`config.mk`:
```
export PLATFORM = sky130hd
export DESIGN_NAME = clustering_mode_sequencer_unit
export DESIGN_NICKNAME = d
export VERILOG_FILES = /design/src/design/cms_pkg.sv /design/src/design/clustering_mode_sequencer_unit.sv /design/src/design/cms_core.sv
export SDC_FILE = /design/constraint.sdc
export NUM_CORES = 1
export LEC_CHECK = 0
export BUFFER_PORTS_ARGS = -buffer_cell sky130_fd_sc_hd__buf_2
export CAP_MARGIN = 20
export CORE_ASPECT_RATIO = 1.1
export CORE_MARGIN = 2
export CORE_UTILIZATION = 28
export DETAILED_ROUTE_END_ITERATION = 16
export HOLD_SLACK_MARGIN = 0.12
export SLEW_MARGIN = 10
export SYNTH_ARGS = -nofsm -noshare
export SYNTH_HDL_FRONTEND = slang
export SYNTH_HIERARCHICAL = 1
export SYNTH_SLANG_ARGS = --single-unit
export TNS_END_PERCENT = 5
```
`constraint.sdc`:
```
create_clock -name clk -period 3.6 [get_ports clk]
set_clock_uncertainty 0.05 [all_clocks]
set_input_delay 0.18 -clock clk [delete_from_list [all_inputs] [get_ports clk]]
set_output_delay 0.18 -clock clk [all_outputs]
set_load 0.05 [all_outputs]
```
`src/design/cms_pkg.sv`:
```
// Shared types and constants of the clustering mode sequencer.
`default_nettype none

package cms_pkg;

	typedef enum logic [1:0] {
		MODE_TYPICAL = 2'd0,
		MODE_BUBBLE  = 2'd1,
		MODE_MERGE   = 2'd2,
		MODE_NURTURE = 2'd3
	} mode_t;

	typedef enum logic {
		FUNC_BEGIN = 1'b0,
		FUNC_END   = 1'b1
	} func_t;

	typedef enum logic {
		REG_DISCARD = 1'b0,
		REG_TARGET  = 1'b1
	} reg_idx_t;

	localparam int DISCARD_BITS = 8;
	localparam int TARGET_BITS  = 11;
	localparam int CFG_BITS     = 11;
	localparam int COUNT_BITS   = 16;
	localparam int TIME_BITS    = 32;

	typedef logic signed [COUNT_BITS-1:0] count_t;

	localparam logic [DISCARD_BITS-1:0] DISCARD_RESET = 8'd3;
	localparam logic [TARGET_BITS-1:0]  TARGET_RESET  = 11'd5;
	localparam count_t                  COUNT_MAX     = 16'sd32767;
	localparam logic [TIME_BITS-1:0]    EARLY_STEPS   = 32'd20;
	localparam logic [1:0]              PEAK_LIMIT    = 2'd2;

	localparam int MERGE_SM_MIN  = 1;
	localparam int MERGE_SB_MIN  = 3;
	localparam int BUBBLE_SM_MIN = 2;
	localparam int BUBBLE_SB_MIN = 14;
	localparam int NURT_SM_MIN   = 1;
	localparam int NURT_SB_MAX   = 5;
	localparam int PEAK_LABEL_MIN = 2;

	typedef struct packed {
		mode_t mode;
		logic  terminate;
		logic  save_partition;
	} cms_result_t;

endpackage

`default_nettype wire

```
`src/design/clustering_mode_sequencer_unit.sv`:
```
// Top level of the clustering mode sequencer: stream ports, input and output registers.
//
//  channel | direction | contents
//  s_      | in        | tuser: func; tdata: step_time, labels_seen, merge_stable
//  m_      | out       | tdata: mode, terminate, save_partition
//  cfg_    | in        | write enable, register index, data
//
// One transaction per cycle when m_tready stays high; the path from input
// acceptance to m_tvalid runs through the input register, then the result register.
// The state update between the two registers sets the rate.
// Reset returns the valid flags and all core state to their start values; no clearing pass is needed.
// When m_tready is low the result register holds and one more input is held.
`default_nettype none

module clustering_mode_sequencer_unit import cms_pkg::*; #(
	parameter int LABEL_BITS = 24,
	parameter int SINCE_BITS = 8
) (
	input  wire logic                                     clk,
	input  wire logic                                     arst_n,
	input  wire logic                                     cfg_we,
	input  wire logic                                     cfg_index,
	input  wire logic [CFG_BITS-1:0]                      cfg_data,
	input  wire logic                                     s_tvalid,
	output logic                                          s_tready,
	// step_time, labels_seen, merge_stable, zero fill
	input  wire logic [((TIME_BITS+LABEL_BITS+1+7)/8)*8-1:0] s_tdata,
	// func
	input  wire logic                                     s_tuser,
	output logic                                          m_tvalid,
	input  wire logic                                     m_tready,
	// mode, terminate, save_partition, zero fill
	output logic [7:0]                                    m_tdata
);

	localparam int LB_LO = TIME_BITS;
	localparam int MS_AT = TIME_BITS + LABEL_BITS;

	logic                  valid_s1;
	logic                  func_s1;
	logic [TIME_BITS-1:0]  time_s1;
	logic [LABEL_BITS-1:0] labels_s1;
	logic                  stable_s1;
	logic                  out_valid_q;
	cms_result_t           result_q;
	cms_result_t           core_result;
	logic                  advance;

	assign advance  = valid_s1 && (!out_valid_q || m_tready);
	assign s_tready = !valid_s1 || advance;

	always_ff @(posedge clk or negedge arst_n) begin
		if (!arst_n) begin
			valid_s1 <= 1'b0;
		end else if (s_tready) begin
			valid_s1 <= s_tvalid;
		end
	end

	always_ff @(posedge clk) begin
		if (s_tready && s_tvalid) begin
			func_s1   <= s_tuser;
			time_s1   <= s_tdata[TIME_BITS-1:0];
			labels_s1 <= s_tdata[LB_LO +: LABEL_BITS];
			stable_s1 <= s_tdata[MS_AT];
		end
	end

	cms_core #(
		.LABEL_BITS (LABEL_BITS),
		.SINCE_BITS (SINCE_BITS)
	) u_core (
		.clk          (clk),
		.arst_n       (arst_n),
		.cfg_we       (cfg_we),
		.cfg_index    (cfg_index),
		.cfg_data     (cfg_data),
		.item_valid   (advance),
		.func         (func_s1),
		.step_time    (time_s1),
		.labels_seen  (labels_s1),
		.merge_stable (stable_s1),
		.result       (core_result)
	);

	always_ff @(posedge clk or negedge arst_n) begin
		if (!arst_n) begin
			out_valid_q <= 1'b0;
		end else if (advance) begin
			out_valid_q <= 1'b1;
		end else if (m_tready) begin
			out_valid_q <= 1'b0;
		end
	end

	always_ff @(posedge clk) begin
		if (advance)
			result_q <= core_result;
	end

	assign m_tvalid = out_valid_q;
	assign m_tdata  = {4'b0, result_q.save_partition, result_q.terminate, result_q.mode};

endmodule

`default_nettype wire

```
`src/design/cms_core.sv`:
```
// Mode selection and end-of-step state update of the clustering mode sequencer.
`default_nettype none

module cms_core import cms_pkg::*; #(
	parameter int LABEL_BITS = 24,
	parameter int SINCE_BITS = 8
) (
	input  wire logic                    clk,
	input  wire logic                    arst_n,
	input  wire logic                    cfg_we,
	input  wire logic                    cfg_index,
	input  wire logic [CFG_BITS-1:0]     cfg_data,
	input  wire logic                    item_valid,
	input  wire logic                    func,
	input  wire logic [TIME_BITS-1:0]    step_time,
	input  wire logic [LABEL_BITS-1:0]   labels_seen,
	input  wire logic                    merge_stable,
	output cms_result_t                  result
);

	localparam int PW = LABEL_BITS + 4;
	localparam logic [SINCE_BITS-1:0] SINCE_MAX = {SINCE_BITS{1'b1}};

	logic [DISCARD_BITS-1:0] discard_q;
	logic [TARGET_BITS-1:0]  target_q;
	mode_t                   mode_q, mode_n;
	logic [SINCE_BITS-1:0]   since_q [4];
	logic [SINCE_BITS-1:0]   since_n [4];
	logic                    merge_allowed_q, merge_allowed_n;
	logic                    stable_q, stable_n;
	logic                    peaked_q, peaked_n;
	logic [1:0]              sap_q, sap_n;
	logic [LABEL_BITS-1:0]   peak_q, peak_n;
	logic [LABEL_BITS-1:0]   last_q, last_n;
	count_t                  count_q, count_n;
	logic                    event_q, event_n;

	logic [SINCE_BITS-1:0]   sm, sb;
	logic [PW-1:0]           p_ext, l_ext, ten_p, nine_l;
	logic                    peak_hit, peaked_eff;
	logic [1:0]              sap_inc;
	logic [SINCE_BITS-1:0]   sv;

	assign sm = since_q[MODE_MERGE];
	assign sb = since_q[MODE_BUBBLE];
	assign p_ext  = PW'(peak_q);
	assign l_ext  = PW'(labels_seen);
	assign ten_p  = (p_ext << 3) + (p_ext << 1);
	assign nine_l = (l_ext << 3) + l_ext;
	assign peak_hit = !peaked_q && (l_ext > PW'(PEAK_LABEL_MIN)) && (ten_p > nine_l);
	assign peaked_eff = peaked_q | peak_hit;
	assign sap_inc = sap_q + 2'd1;

	always_comb begin
		mode_n          = mode_q;
		since_n         = since_q;
		merge_allowed_n = merge_allowed_q;
		stable_n        = stable_q;
		peaked_n        = peaked_q;
		sap_n           = sap_q;
		peak_n          = peak_q;
		last_n          = last_q;
		count_n         = count_q;
		event_n         = event_q;
		sv              = '0;
		if (func == FUNC_BEGIN) begin
			mode_n = MODE_TYPICAL;
			if (step_time >= EARLY_STEPS) begin
				if (merge_allowed_q) begin
					if (sm > SINCE_BITS'(MERGE_SM_MIN) && sb > SINCE_BITS'(MERGE_SB_MIN))
						mode_n = MODE_MERGE;
				end else if (sm > SINCE_BITS'(BUBBLE_SM_MIN)
					&& sb > SINCE_BITS'(BUBBLE_SB_MIN)) begin
					mode_n = MODE_BUBBLE;
				end else if (sm > SINCE_BITS'(NURT_SM_MIN) && sb < SINCE_BITS'(NURT_SB_MAX)) begin
					mode_n = MODE_NURTURE;
				end
			end
		end else begin
			event_n = 1'b0;
			for (int i = 0; i < 4; i++) begin
				sv = (mode_q == mode_t'(i)) ? '0 : since_q[i];
				since_n[i] = (sv < SINCE_MAX) ? sv + 1'b1 : sv;
			end
			case (mode_q)
				MODE_BUBBLE: begin
					last_n = labels_seen;
					if (!peaked_q) begin
						peaked_n = peak_hit;
						if (labels_seen > peak_q)
							peak_n = labels_seen;
					end
					if (peaked_eff) begin
						sap_n = sap_inc;
						if (sap_inc >= PEAK_LIMIT) begin
							sap_n = 2'd0;
							merge_allowed_n = 1'b1;
						end
					end
				end
				MODE_MERGE: begin
					stable_n = merge_stable;
					peaked_n = 1'b0;
					sap_n    = 2'd0;
					peak_n   = '0;
					if (merge_stable) begin
						merge_allowed_n = 1'b0;
						if (count_q < COUNT_MAX)
							count_n = count_q + 16'sd1;
						event_n = (count_n > 16'sd0);
					end
				end
				default: begin
				end
			endcase
		end
	end

	assign result.mode           = mode_n;
	assign result.terminate      = (count_n >= $signed({5'b0, target_q}));
	assign result.save_partition = event_n;

	always_ff @(posedge clk or negedge arst_n) begin
		if (!arst_n) begin
			discard_q       <= DISCARD_RESET;
			target_q        <= TARGET_RESET;
			mode_q          <= MODE_TYPICAL;
			since_q         <= '{default: '0};
			merge_allowed_q <= 1'b0;
			stable_q        <= 1'b0;
			peaked_q        <= 1'b0;
			sap_q           <= 2'd0;
			peak_q          <= '0;
			last_q          <= '0;
			count_q         <= 16'sd1 - $signed({8'b0, DISCARD_RESET});
			event_q         <= 1'b0;
		end else if (cfg_we) begin
			case (cfg_index)
				REG_DISCARD: begin
					discard_q <= cfg_data[DISCARD_BITS-1:0];
					count_q   <= 16'sd1 - $signed({8'b0, cfg_data[DISCARD_BITS-1:0]});
				end
				REG_TARGET: target_q <= cfg_data[TARGET_BITS-1:0];
				default: begin
				end
			endcase
		end else if (item_valid) begin
			mode_q          <= mode_n;
			since_q         <= since_n;
			merge_allowed_q <= merge_allowed_n;
			stable_q        <= stable_n;
			peaked_q        <= peaked_n;
			sap_q           <= sap_n;
			peak_q          <= peak_n;
			last_q          <= last_n;
			count_q         <= count_n;
			event_q         <= event_n;
		end
	end

	a_early_typical: assert property (@(posedge clk) disable iff (!arst_n)
		item_valid && !cfg_we && func == FUNC_BEGIN && step_time < EARLY_STEPS
		|=> mode_q == MODE_TYPICAL)
		else $error("early begin step left a non-typical mode");

	a_stable_merge_blocks: assert property (@(posedge clk) disable iff (!arst_n)
		item_valid && !cfg_we && func == FUNC_END && mode_q == MODE_MERGE && merge_stable
		|=> !merge_allowed_q && !peaked_q)
		else $error("stable merge did not clear merge permission");

	a_bubble_since_reset: assert property (@(posedge clk) disable iff (!arst_n)
		item_valid && !cfg_we && func == FUNC_END && mode_q == MODE_BUBBLE
		|=> since_q[MODE_BUBBLE] == SINCE_BITS'(1))
		else $error("bubble counter not restarted after bubble step");

	a_save_needs_count: assert property (@(posedge clk) disable iff (!arst_n)
		item_valid && !cfg_we && func == FUNC_END && !(mode_q == MODE_MERGE && merge_stable)
		|=> !event_q)
		else $error("save flag raised without a stable merge");

endmodule

`default_nettype wire
```
== Word level (Yosys, flattened, before mapping) ==
Index checks and enable logic that the tools add are counted.
Word-level totals
  bits in registers: 138
  input bits: 82
  word-level logic and storage cells: 111
Cells by class
  $add $sub $neg: 7
  magnitude comparators: 15
  equal/unequal tests: 8
  muxes and demuxes: 37
  bitwise operators: 2
  reductions and logical operators: 23
Operators by type and width (count)
  $mux W16: 10
  $mux W24: 2
  $pmux W24 S2: 1
  $ge A32 B5 Y1 const B: 1
  $mux W8: 4
  $add A27 B24 Y28: 1
  $add A27 B25 Y28: 1
  $gt A28 B28 Y1: 1
  $gt A24 B2 Y1 const B: 1
  $gt A24 B24 Y1: 1
  $add A16 B2 Y16 const B: 1
  $add A8 B1 Y8 const B: 2
  $ge A16 B12 Y1: 1
  $gt A16 B1 Y1 const B: 1
  $gt A8 B2 Y1 const B: 2
  $lt A16 B16 Y1 const B: 1
  $lt A8 B8 Y1 const B: 2
  $mux W2: 8
  $ne A2 B2 Y1 const B: 5
  $mux W1: 9
  $sub A1 B8 Y9 const A: 1
  $gt A8 B1 Y1 const B: 1
  $gt A8 B4 Y1 const B: 1
  $lt A8 B3 Y1 const B: 1
  other kinds (19): 33

== Depth between registers and ports, before layout ==
  depth in word-level cells: 10
  gate-level depth with buffers: 17

== Modules after synthesis ==
Netlist, hierarchy kept.
Modules (own cells, without submodules)
  cms_core: times used 1, cells each 969, area each 8177.8 µm², seq. area each 1873.0 µm²
  clustering_mode_sequencer_unit: times used 1, cells each 75, area each 1999.4 µm², seq. area each 1911.8 µm²

== Worst setup path after synthesis ==
No wires, ideal clock.
  path type: reg-to-reg
  start: reg u_core.peak_q[0]
  end: reg u_core.merge_allowed_q
  arrival: 3758 ps
  data required time: 3429 ps
  setup slack: -329 ps
  stages on the path, launching flop included: 18
  clock period less this slack: 3929 ps
  cell sequence: dfrtp_1 > ha_1 > fa_1 > a211oi_1 > o21a_1 > o31ai_2 > o21ai_2 > nor3_2 > o41ai_2 > xnor2_1 > ha_1 > a21o_1 > a21o_1 > a21oi_1 > nand2_1 > o31ai_1 > nand2_1 > a22o_1
Between the ends
  longest elaborated chain between the ends: 6
RTL lines
  start, declared: RTL line cms_core.sv:33  | logic [LABEL_BITS-1:0] peak_q, peak_n;
  start signal, assigned: RTL line cms_core.sv:154  | peak_q <= peak_n;
  $add A27 B25 Y28: RTL line cms_core.sv:48  | assign ten_p = (p_ext << 3) + (p_ext << 1);
  $gt A28 B28 Y1: RTL line cms_core.sv:50  | assign peak_hit = !peaked_q && (l_ext > PW'(PEAK_LABEL_MIN)) && (ten_p > nine_l);
  $logic_and A1 B1 Y1: RTL line cms_core.sv:50
  $or A1 B1 Y1: RTL line cms_core.sv:51  | assign peaked_eff = peaked_q | peak_hit;
  $ne A2 B1 Y1 (no source line)
  $reduce_and A7 Y1 (no source line)
  end signal, assigned: RTL line cms_core.sv:150  | merge_allowed_q <= merge_allowed_n;
  end, declared: RTL line cms_core.sv:29  | logic merge_allowed_q, merge_allowed_n;
No other way between the ends.
A chain may end at the register's enable or synchronous reset.

== Worst setup path in the final report ==
  start: reg labels_s1[3]
  end: reg u_core.merge_allowed_q
Between the ends
  longest elaborated chain between the ends: 6
  elaborated cells on any way between the ends: 8
  classes of those cells: 1 x add/sub; 2 x order compare; 1 x eq/ne; 1 x bitwise; 3 x reduce/logical
RTL lines
  start, declared: RTL line clustering_mode_sequencer_unit.sv:42  | logic [LABEL_BITS-1:0] labels_s1;
  start signal, assigned: RTL line clustering_mode_sequencer_unit.sv:64  | labels_s1 <= s_tdata[LB_LO +: LABEL_BITS];
  $add A27 B24 Y28 or $gt A24 B2 Y1 (tied branches): RTL line cms_core.sv:49, cms_core.sv:50
  $gt A28 B28 Y1 or $logic_and A1 B1 Y1 (tied branches): RTL line cms_core.sv:50
  $logic_and A1 B1 Y1 (*): RTL line cms_core.sv:50
  $or A1 B1 Y1 (*): RTL line cms_core.sv:51
  $ne A2 B1 Y1 (no source line) (*)
  $reduce_and A7 Y1 (no source line) (*)
Every way passes the cells marked *; elsewhere a longest branch is shown, timed or not.

==> results.md <==
* Comb pwr share at 58.7%
* P_int at 5.86 mW
* Req. time, crit path at 3.88 ns
* Final Slew Violations at 0
* Final worst path period share at 111%
* Cts bufs inserted at 17
* Sw frac at 41.9%
* Final WL at 27,200 um
* CP most frequent cell: ha_1
* Die footprint at 37,700 um^2
* Largest net degree at the start of global routing at 62
* DP HPWL at 20,300 um
* CP startpoint: labels_s1[3]
* CP endpoint: u_core/merge_allowed_q
* Synth warnings at 6
* Total gr overflow at 0
* Clock transition at path regs at 0.07 ns
* Pwr Density at 751 nW/um^2
* Sw power at 4.22 mW
* Clk_lat worst skew at 0.44 ns
* Clk pwr share at 18.2%
* M1 GR Usage at 18.9%
* Tightest Pin Transition at 0.851 ns
* GPL Wtd Cong at 0.868
* Violated checks: negative setup slack
* Worst VDD drop at 0.000530 V
* Post-route ant nets at 0
* CP Depth at 16
* Final min period at 4.01 ns
* CP Cell Sequence: buf_4 -> ha_1 -> nand3_1 -> o211ai_1 -> a211oi_2 -> nor2_2 -> o311ai_4 -> o21ai_0 -> xnor2_1 -> ha_1 -> nand4_1 -> nor4_4 -> o41a_1 -> o31ai_4 -> a21o_1 -> a22o_1
* Via count at 8,711
* Util after Layout at 37.4%
* Synthesized instance count at 1,042
* Final Hold Vio Count at 0
* Multi-input gate area at 6120 um^2
* Design area at 13,400 um^2
* Area post-placement at 11,900 um^2
* Io pins at 92
* Status: finished, violations left
* Max_slew headroom at 43.3%
* Seq. cell area at 3720 um^2
* Initial antenna violation count at 0
* Layout cells sized above 1 at 24.4%
* Vias per Instance at 4.83
* Final #Nets at 1,500
* R2R setup slack at -0.41 ns
* FP Rows at 73
* Hold WC Path Type: primary input to flop
* Fillers at 3,528
* Sink Count at 136
* FF-to-FF End: u_core/merge_allowed_q
* Core Area at 35,900 um^2
* Die Span X at 185 um
* Total track usage at 14.9%
* Slowest cell delay on critical path at 0.40 ns
* PortBufs at 78
* TritonCTS clock tree: done
* Cell family with most CP delay: compound AO/OA/AOI/OAI gates
* Critical path class: flop to flop
* Critical Path End Type: flop
* Root Driver: clkbuf_16
* Vias in the first global route at 8,786
* Die H at 203 um
* Critical Path AT at 4.30 ns
* MaxCap Viol Count at 0
* # DRC at 0
* Initial Util at 28.2%
* Avg Cell Area, Syn at 9.71 um^2
* Final worst slack at -0.414 ns
* Slowest cell on crit path: edfxtp_1
* Drt pass-1 iters at 4
* Startpoint types: flop
* Initial DRC Count at 420
* Sequential Power Share at 23.0%
* # diodes at 0
* H-tree depth at 4
* Gr busiest metal: met2
* Maximum root-to-sink buffer count at 2
* First-pass GRT wire length at 44,300 um
* R2R cell count at 16
* Achievable Freq at 249 MHz
* Post-Syn Area at 10,100 um^2
* Setup-failing EPs final at 4
* WP buf/inv at 1
* Avg WL per Cell at 15.1 um
* GR Util met2 at 25.8%
* Grt met3 use at 2.86%
* RSZ-0062 raised after global routing: yes
* Worst r2r src: labels_s1[3]
* Leak Pwr at 5.87 nW
* Worst-path fanout max at 4
* Area growth, synth to finish at 32.7%
## metal layers
layer	vias to the layer above	share of wire [%]	wire length, um
met2	131	50	13500
li1	4378	-	-
met4	0	1.2	319
met1	4180	46	12500
met3	22	3.1	830
met5	-	0	0
## cell usage in the layout (no fill, tap or decap), drive strengths merged, types with 5 or more instances in the layout
cell type,instances
inv,76
o21bai,8
nor2,47
edfxtp,60
o21ai,56
nand4,30
a211oi,11
buf,207
xnor2,44
nand2,75
nand3,29
o22a,6
clkinv,5
and2,9
o31ai,6
a21oi,69
mux2i,38
a21o,31
xor2,18
nor4,17
o21a,11
dfstp,17
nor3,25
ha,112
dfrtp,59
dlygate4sd3,72
nor2b,9
o211ai,8
nand2b,34
and4,7
and3,13
clkbuf,18
a31oi,14
a2111oi,5
mux2,12
## worst min path at each step
stage          startpoint                  to  slack [ns]  cells after the start
2_1_floorplan      arst_n            m_tvalid       -0.17                      0
3_3_place_gp       arst_n  u_core/target_q[1]        0.28                      1
3_5_place_dp       arst_n  u_core/target_q[1]        0.29                      1
4_1_cts            cfg_we    u_core/mode_q[1]        0.14                      5
5_1_grt            cfg_we    u_core/mode_q[1]        0.16                      5
6_report           cfg_we    u_core/mode_q[1]        0.16                      5
## tightest hold or removal path: cells and delay by family
kind | cells | cell delay [ns]
buf+inv | 2 | 0.25
compound gates | 1 | 0.07
simple gates | 2 | 0.11
## state kept, by name (all words and copies together), names as in the netlist, 2 cells and up
register and cells:
u_core/target_q 11, labels_s1 24, u_core/mode_q 2, time_s1 30, u_core/sm 8, u_core/peak_q 24, u_core/sap_q 2, m_tdata 4
u_core/count_q 16, u_core/sb 8
## metrics by stage
| stage | total power, mW | setup slack, ns | instances | hold slack, ns | TNS [ns] |
|---|---|---|---|---|---|
| after floorplan | 6.16 | -0.171 | 1045 | -0.166 | -0.443 |
| after global placement | 7.89 | -0.467 | 1694 | 0.278 | -1.72 |
| after detailed placement | 8.00 | -0.599 | 1694 | 0.290 | -2.06 |
| after CTS | 10.1 | -0.386 | 1800 | 0.143 | -1.36 |
| after global routing | 11.0 | -0.612 | 1804 | 0.157 | -2.26 |
| final | 10.1 | -0.414 | 1804 | 0.157 | -1.42 |
## layout make-up
cell class / count / area share, %
Inverter: 68 / 1.90
Timing Repair Buffer: 279 / 15.6
Clock inverter: 14 / 1.28
Tap cell: 487 / 4.54
Multi-Input combinational cell: 802 / 45.6
Clock buffer: 18 / 3.35
Sequential cell: 136 / 27.7
## power by group through the flow
stage	Sequential (mW)	Combinational [mW]	Clock [mW]
2_1_floorplan	2.24	3.93	0
3_3_place_gp	2.34	5.55	0
3_5_place_dp	2.34	5.66	0
4_1_cts	2.32	5.86	1.89
5_1_grt	2.38	6.63	1.96
6_report	2.32	5.93	1.84
## what timing repair did
item,in CTS,in global routing
setup buffers,2,4
endpoints found under the hold margin,120,0
cloned,0,0
resized for setup,12,15
hold buffers,72,0
setup endpoints to repair,4,4
pin swaps,11,14
Note: power is estimated with default switching activity, not from simulation.
